--- config.mk ---
export PLATFORM = sky130hd
export DESIGN_NAME = terminal_line_editor_core
export DESIGN_NICKNAME = d
export VERILOG_FILES = /design/src/sv/tle_pkg.sv /design/src/sv/terminal_line_editor_core.sv /design/src/sv/tle_step.sv
export SDC_FILE = /design/constraint.sdc
export NUM_CORES = 1
export LEC_CHECK = 0
export ABC_AREA = 1
export BUFFER_PORTS_ARGS = -buffer_cell sky130_fd_sc_hd__clkbuf_2
export CAP_MARGIN = 20
export CORE_ASPECT_RATIO = 0.8
export CORE_MARGIN = 10
export CORE_UTILIZATION = 35
export CTS_CLUSTER_DIAMETER = 200
export DETAILED_ROUTE_END_ITERATION = 7
export GPL_ROUTABILITY_DRIVEN = 0
export PLACE_DENSITY = 0.59
export SLEW_MARGIN = 20
export SYNTH_ARGS = -nofsm -noshare
export SYNTH_HDL_FRONTEND = slang
export SYNTH_SLANG_ARGS = --single-unit
--- constraint.sdc ---
create_clock -name clk -period 2.5 [get_ports clk]
set_input_delay 0.25 -clock clk [delete_from_list [all_inputs] [get_ports clk]]
set_output_delay 0.25 -clock clk [all_outputs]
set_load 0.01 [all_outputs]
--- src/sv/tle_pkg.sv ---
// Shared types and constants for the terminal line editor.
package tle_pkg;

  // Result word kinds
  typedef enum logic [1:0] {
    KIND_ECHO = 2'd0,
    KIND_CHAR = 2'd1,
    KIND_LINE = 2'd2,
    KIND_LONG = 2'd3
  } kind_t;

  // Escape filter state
  typedef enum logic [1:0] {
    ESC_OFF   = 2'd0,
    ESC_INTRO = 2'd1,
    ESC_BODY  = 2'd2
  } esc_t;

  // Pending line end, used to fold CRLF / LFCR pairs
  typedef enum logic [1:0] {
    EOL_NONE = 2'd0,
    EOL_CR   = 2'd1,
    EOL_LF   = 2'd2
  } eol_t;

  // One result word
  typedef struct packed {
    kind_t       kind;
    logic [7:0]  byte_value;
    logic [5:0]  position;
  } res_t;

  // Most result words one input byte can cause
  localparam int unsigned MAX_RES = 4;

  // Byte codes
  localparam logic [7:0] CH_ETX      = 8'h03;
  localparam logic [7:0] CH_BS       = 8'h08;
  localparam logic [7:0] CH_LF       = 8'h0A;
  localparam logic [7:0] CH_CR       = 8'h0D;
  localparam logic [7:0] CH_ESC      = 8'h1B;
  localparam logic [7:0] CH_SPACE    = 8'h20;
  localparam logic [7:0] CH_TILDE    = 8'h7E;
  localparam logic [7:0] CH_DEL      = 8'h7F;
  localparam logic [7:0] CH_CARET    = 8'h5E;
  localparam logic [7:0] CH_UPPER_C  = 8'h43;
  localparam logic [7:0] CH_BRACKET  = 8'h5B;
  localparam logic [7:0] CH_UPPER_O  = 8'h4F;
  localparam logic [7:0] CH_PARAM_LO = 8'h30;
  localparam logic [7:0] CH_PARAM_HI = 8'h3F;

endpackage

--- src/sv/terminal_line_editor_core.sv ---
// Terminal line editor: byte in, echo / character / line-end words out.
// Latency: the first result word of a byte is offered the cycle after it is accepted.
// Throughput: a byte with N result words holds the output until all N have left; the next byte
// is taken in the cycle the previous byte's last word leaves (one byte a cycle when
// bytes cause no words). The four-entry result buffer sets the rate.
// Reset (rst, synchronous): escape filter idle, empty line, no overflow, echo on.
module terminal_line_editor_core #(
  parameter int unsigned LINE_BUF_SIZE = 64
) (
  input  logic       clk,
  input  logic       rst,
  // input byte channel
  input  logic       in_valid,
  output logic       in_stall,
  input  logic [7:0] in_byte,
  // result channel
  output logic       out_valid,
  input  logic       out_stall,
  output logic [1:0] kind,
  output logic [7:0] byte_value,
  output logic [5:0] position,
  output logic       last,
  // configuration write channel
  input  logic       cfg_valid,
  output logic       cfg_ready,
  input  logic       echo_enable
);

  localparam int unsigned LenW = (LINE_BUF_SIZE > 2) ? $clog2(LINE_BUF_SIZE) : 1;
  localparam logic [LenW-1:0] LenMax = LenW'(LINE_BUF_SIZE - 1);

  // Editor state
  logic            echo_en;
  tle_pkg::esc_t   esc, esc_next;
  tle_pkg::eol_t   eol, eol_next;
  logic [LenW-1:0] len, len_next;
  logic            ovf, ovf_next;

  // Result buffer
  tle_pkg::res_t   res_new [tle_pkg::MAX_RES];
  logic [2:0]      cnt_new;
  tle_pkg::res_t   res_buf [tle_pkg::MAX_RES];
  logic [2:0]      res_left;
  logic [1:0]      res_idx;

  logic in_take;
  logic out_take;

  tle_step #(.LenW(LenW)) u_step (
    .in_byte  (in_byte),
    .echo_en  (echo_en),
    .esc      (esc),
    .eol      (eol),
    .len      (len),
    .ovf      (ovf),
    .len_max  (LenMax),
    .esc_next (esc_next),
    .eol_next (eol_next),
    .len_next (len_next),
    .ovf_next (ovf_next),
    .res      (res_new),
    .res_cnt  (cnt_new)
  );

  // Handshakes: a new byte enters once the buffer is empty or its last word leaves now
  assign cfg_ready = 1'b1;
  assign out_valid = (res_left != 3'd0);
  assign out_take  = out_valid && !out_stall;
  assign in_stall  = !((res_left == 3'd0) || ((res_left == 3'd1) && out_take));
  assign in_take   = in_valid && !in_stall;

  // Output word
  assign kind       = res_buf[res_idx].kind;
  assign byte_value = res_buf[res_idx].byte_value;
  assign position   = res_buf[res_idx].position;
  assign last       = (res_left == 3'd1);

  // Control and editor state
  always_ff @(posedge clk) begin
    if (rst) begin
      echo_en  <= 1'b1;
      esc      <= tle_pkg::ESC_OFF;
      eol      <= tle_pkg::EOL_NONE;
      len      <= '0;
      ovf      <= 1'b0;
      res_left <= 3'd0;
      res_idx  <= 2'd0;
    end else begin
      if (cfg_valid && cfg_ready) begin
        echo_en <= echo_enable;
      end
      if (in_take) begin
        esc      <= esc_next;
        eol      <= eol_next;
        len      <= len_next;
        ovf      <= ovf_next;
        res_left <= cnt_new;
        res_idx  <= 2'd0;
      end else if (out_take) begin
        res_left <= res_left - 3'd1;
        res_idx  <= res_idx + 2'd1;
      end
    end
  end

  // Result payload, loaded per accepted byte
  always_ff @(posedge clk) begin
    if (in_take) begin
      res_buf <= res_new;
    end
  end

endmodule

--- src/sv/tle_step.sv ---
// Per-byte decode: next editor state and the list of result words for one byte.
module tle_step #(
  parameter int unsigned LenW = 6
) (
  input  logic [7:0]        in_byte,
  input  logic              echo_en,
  input  tle_pkg::esc_t     esc,
  input  tle_pkg::eol_t     eol,
  input  logic [LenW-1:0]   len,
  input  logic              ovf,
  input  logic [LenW-1:0]   len_max,
  output tle_pkg::esc_t     esc_next,
  output tle_pkg::eol_t     eol_next,
  output logic [LenW-1:0]   len_next,
  output logic              ovf_next,
  output tle_pkg::res_t     res [tle_pkg::MAX_RES],
  output logic [2:0]        res_cnt
);

  logic [LenW+5:0] len_ext;
  logic [5:0]      pos6;
  logic [2:0]      n;
  tle_pkg::eol_t   eol_kind;
  logic            is_eol;
  logic            printable;

  // Line length shown on 6 bits
  assign len_ext   = {6'd0, len};
  assign pos6      = len_ext[5:0];
  assign is_eol    = (in_byte == tle_pkg::CH_CR) || (in_byte == tle_pkg::CH_LF);
  assign eol_kind  = (in_byte == tle_pkg::CH_CR) ? tle_pkg::EOL_CR : tle_pkg::EOL_LF;
  assign printable = (in_byte >= tle_pkg::CH_SPACE) && (in_byte <= tle_pkg::CH_TILDE);
  assign res_cnt   = n;

  // Decode and build the result list in order, echo words only when enabled
  always_comb begin
    esc_next = esc;
    eol_next = eol;
    len_next = len;
    ovf_next = ovf;
    n        = 3'd0;
    for (int i = 0; i < tle_pkg::MAX_RES; i++) begin
      res[i] = '{tle_pkg::KIND_ECHO, 8'd0, 6'd0};
    end

    case (esc)
      tle_pkg::ESC_INTRO: begin
        esc_next = ((in_byte == tle_pkg::CH_BRACKET) || (in_byte == tle_pkg::CH_UPPER_O))
                   ? tle_pkg::ESC_BODY : tle_pkg::ESC_OFF;
      end
      tle_pkg::ESC_BODY: begin
        if ((in_byte < tle_pkg::CH_PARAM_LO) || (in_byte > tle_pkg::CH_PARAM_HI)) begin
          esc_next = tle_pkg::ESC_OFF;
        end
      end
      default: begin
        esc_next = tle_pkg::ESC_OFF;
        if (in_byte == tle_pkg::CH_ESC) begin
          esc_next = tle_pkg::ESC_INTRO;
        end else if (is_eol) begin
          if ((eol != tle_pkg::EOL_NONE) && (eol != eol_kind)) begin
            // second half of a CRLF / LFCR pair
            eol_next = tle_pkg::EOL_NONE;
          end else begin
            eol_next = eol_kind;
            if (echo_en) begin
              res[0] = '{tle_pkg::KIND_ECHO, tle_pkg::CH_CR, 6'd0};
              res[1] = '{tle_pkg::KIND_ECHO, tle_pkg::CH_LF, 6'd0};
              n = 3'd2;
            end
            if (ovf) begin
              res[n[1:0]] = '{tle_pkg::KIND_LONG, 8'd0, 6'd0};
            end else begin
              res[n[1:0]] = '{tle_pkg::KIND_LINE, 8'd0, pos6};
            end
            n        = n + 3'd1;
            len_next = '0;
            ovf_next = 1'b0;
          end
        end else begin
          eol_next = tle_pkg::EOL_NONE;
          if ((in_byte == tle_pkg::CH_BS) || (in_byte == tle_pkg::CH_DEL)) begin
            if (len != '0) begin
              len_next = len - LenW'(1);
              if (echo_en) begin
                res[0] = '{tle_pkg::KIND_ECHO, tle_pkg::CH_BS, 6'd0};
                res[1] = '{tle_pkg::KIND_ECHO, tle_pkg::CH_SPACE, 6'd0};
                res[2] = '{tle_pkg::KIND_ECHO, tle_pkg::CH_BS, 6'd0};
                n = 3'd3;
              end
            end
          end else if (in_byte == tle_pkg::CH_ETX) begin
            len_next = '0;
            ovf_next = 1'b0;
            if (echo_en) begin
              res[0] = '{tle_pkg::KIND_ECHO, tle_pkg::CH_CARET, 6'd0};
              res[1] = '{tle_pkg::KIND_ECHO, tle_pkg::CH_UPPER_C, 6'd0};
              res[2] = '{tle_pkg::KIND_ECHO, tle_pkg::CH_CR, 6'd0};
              res[3] = '{tle_pkg::KIND_ECHO, tle_pkg::CH_LF, 6'd0};
              n = 3'd4;
            end
          end else if (printable) begin
            if (len >= len_max) begin
              ovf_next = 1'b1;
            end else begin
              len_next = len + LenW'(1);
              res[0] = '{tle_pkg::KIND_CHAR, in_byte, pos6};
              n = 3'd1;
              if (echo_en) begin
                res[1] = '{tle_pkg::KIND_ECHO, in_byte, 6'd0};
                n = 3'd2;
              end
            end
          end
        end
      end
    endcase
  end

endmodule

==> flow_summary.yaml <==
die:
  die-area_um2: 12700
  die_w_um: 124
  core_area_um2: 8450
  row_count: 30
  io_pins: 34
  start_util_pct: 35.7
  die_h_um: 103
clock_tree:
  htreeDepth: 2
  root_buffer: "clkbuf_8"
  cts-hold-fix-buffers: 0
  path_clk_slew_ns: 0.09
  cts_resized: 0
  tritoncts: "done"
  cts_buffers: 5
  clkLatencyLatePin_ns: 0.31
  cts_setup_buffers: 0
  clock_sinks: 51
  clockBufferDepth: 2
routing:
  first_pass_iters: 5
  drc: 0
  drtAntennaViolNets: 0
  wl_per_cell_um: 14.0
  drtIter0Drc: 216
  via_count: 2653
  wirelength_mm: 7.37
  viasPerCell: 5.02
critical_path:
  cp.arrival_ns: 2.05
  cp-end-kind: "flip-flop"
  required_ns: 2.59
  crit_fanout: 12
  critical_path_class: "flip-flop to flip-flop"
  crit_path_start_kind: "flip-flop"
placement:
  numPortBuffers: 32
  place_hpwl_mm: 5.72
grt:
  grt_use_met1_pct: 17.6
  antenna_found_initial: 0
  grt_max_degree: 36
  grtUsageTotal_pct: 12.0
  grt_busiest_layer: "met1"
  grt_remaining_overflow: 0
  use_met2_pct: 17.5
  grt_pass1_vias: 2479
  grt_use_met3_pct: 2.24
  grt_pass1_wl_mm: 12.3
cells_and_area:
  final_cell_mix: "77 x nand2_1, 55 x nor2_1, 34 x nand3_1, 34 x edfxtp_1, 32 x clkbuf_2"
  drive_gt1_share_pct: 18.3
  num_antenna_cells: 0
  syn_to_final_growth_pct: 13.5
  nNetsFinal: 436
  nFillCells: 881
  final_util_pct: 40.5
  final_common_cell: "nand2_1"
sta:
  slew-limit-headroom_pct: 66.6
  tightestPinTransition_ns: 0.501
  setup_violations: 0
  slew_viol_final: 0
  finalHoldViolCount: 0
  timing.fmax_mhz: 509
  setup_tns_ns: 0
  post-route-period-util_pct: 78.6
  rsz0062_at_grt: "false"
  fin_skew_ns: 0.00373
  period_needed_ns: 1.96
logic_synthesis:
  syn_inst: 381
  ys_seq_area_share_pct: 45.2
  synth.avg_cell_area_um2: 7.91
  ys_ff_latch: 51
  yosysUniqueCellTypes: 43
  syn_area_um2: 3010
  yosys_warnings: 0
worst_hold_path:
  hp-class: "primary input to flip-flop"
run_status:
  status: "finished, final reports clean"
power:
  vdd_drop_max_v: 0.000290
  p_per_area_nw_per_um2: 967
  p_leak_uw: 0.00150
flow_run:
  max-cap-violations: 0
[path summary, 6_finish.rpt]
| kind | endpoint | slack, ns | cells after the start | startpoint |
|---|---|---|---|---|
| max | res_buf[40] | 0.54 | 7 | esc[0] |
| min | echo_en | 0.15 | 2 | cfg_valid |
| max reg2reg | res_buf[40] | 0.54 | 7 | esc[0] |
| min reg2reg | eol[0] | 0.51 | 2 | eol[0] |
[logic make-up after synthesis]
logic type	share of synthesized area [%]
buffers and inverters	6.60
AO/OA/AOI/OAI	10.7
adder cells (fa/ha/maj)	2.91
XOR/XNOR	2.62
other	0.249
AND/OR/NAND/NOR	31.8
flip-flops	45.2
[routing by layer]
| metal | part of all wire (%) | wire length, um |
|---|---|---|
| met1 | 50 | 3680 |
| met4 | 1.0 | 74 |
| met3 | 7.0 | 517 |
| met2 | 42 | 3100 |
| met5 | 0 | 0 |
[synthesized netlist by cell type]
cell	n	area share, %
a211oi_1	1	0.25
nor3b_1	1	0.25
a31oi_1	2	0.42
clkinv_1	1	0.12
o21ai_2	2	0.58
nand3_1	34	5.6
o22ai_1	4	0.83
a21oi_4	1	0.54
ha_1	7	2.9
nand2_2	7	1.5
nand3_2	2	0.66
inv_2	9	1.1
o21a_1	1	0.25
nand4_2	1	0.42
nor3_1	14	2.3
a41o_1	1	0.33
edfxtp_1	34	34
o21ai_0	22	3.7
nand3_4	1	0.58
nand4_1	6	1.2
a21oi_1	14	2.3
nor2_4	2	0.75
and2_1	1	0.21
buf_1	1	0.12
a21oi_2	2	0.58
clkbuf_1	4	0.50
dfxtp_1	17	11
nand3b_1	1	0.25
buf_2	2	0.33
o31ai_1	2	0.50
nand2_4	1	0.37
nor2_2	4	0.83
o21ai_1	1	0.17
inv_1	30	3.7
clkinv_2	1	0.17
o211ai_1	1	0.25
xor2_1	8	2.3
conb_1	2	0.25
nand2_1	77	9.6
buf_4	2	0.50
nor3_2	1	0.33
xnor2_1	1	0.29
nor2_1	55	6.9
[critical path: stages (launching register included)]
cell and delay (ns):
dfxtp_1 0.35, inv_1 0.06, ha_1 0.21, nor2_1 0.17
nand2_1 0.29, nor2_2 0.26, inv_2 0.10, nor3_1 0.30
[metrics by stage]
step | power, uW | hold slack (ns) | setup WS (ns) | instance area, um2 | instances
3_5_place_dp | 2760 | 0.475 | 0.506 | 3310 | 520
4_1_cts | 3330 | 0.142 | 0.557 | 3420 | 528
5_1_grt | 3580 | 0.168 | 0.384 | 3420 | 528
6_report | 3310 | 0.153 | 0.536 | 3420 | 528
3_3_place_gp | 2730 | 0.470 | 0.565 | 3310 | 520
2_1_floorplan | 2290 | 0.322 | 0.306 | 3020 | 382
[sequential cells by signal, summed over array words and instances (netlist names)]
signal,count
res_idx,2
res_left,3
ovf,1
len,6
res_buf,34
eol,2
esc,2
echo_en,1
[final cells by class]
| type | instances | area, um2 | area share (%) |
|---|---|---|---|
| multi-input cells | 281 | 1460 | 42.6 |
| flip-flops and latches | 51 | 1360 | 39.8 |
| clock inverters | 3 | 42.5 | 1.24 |
| inverters | 41 | 155 | 4.54 |
| repair buffers | 35 | 195 | 5.71 |
| well taps | 112 | 140 | 4.10 |
| clock buffers | 5 | 68.8 | 2.01 |
[report_power, final]
| group | switching [uW] | internal (uW) |
|---|---|---|
| Combinational | 930 | 480 |
| Sequential | 118 | 1200 |
| Clock | 283 | 299 |
Power figures use the tool's default switching activity.
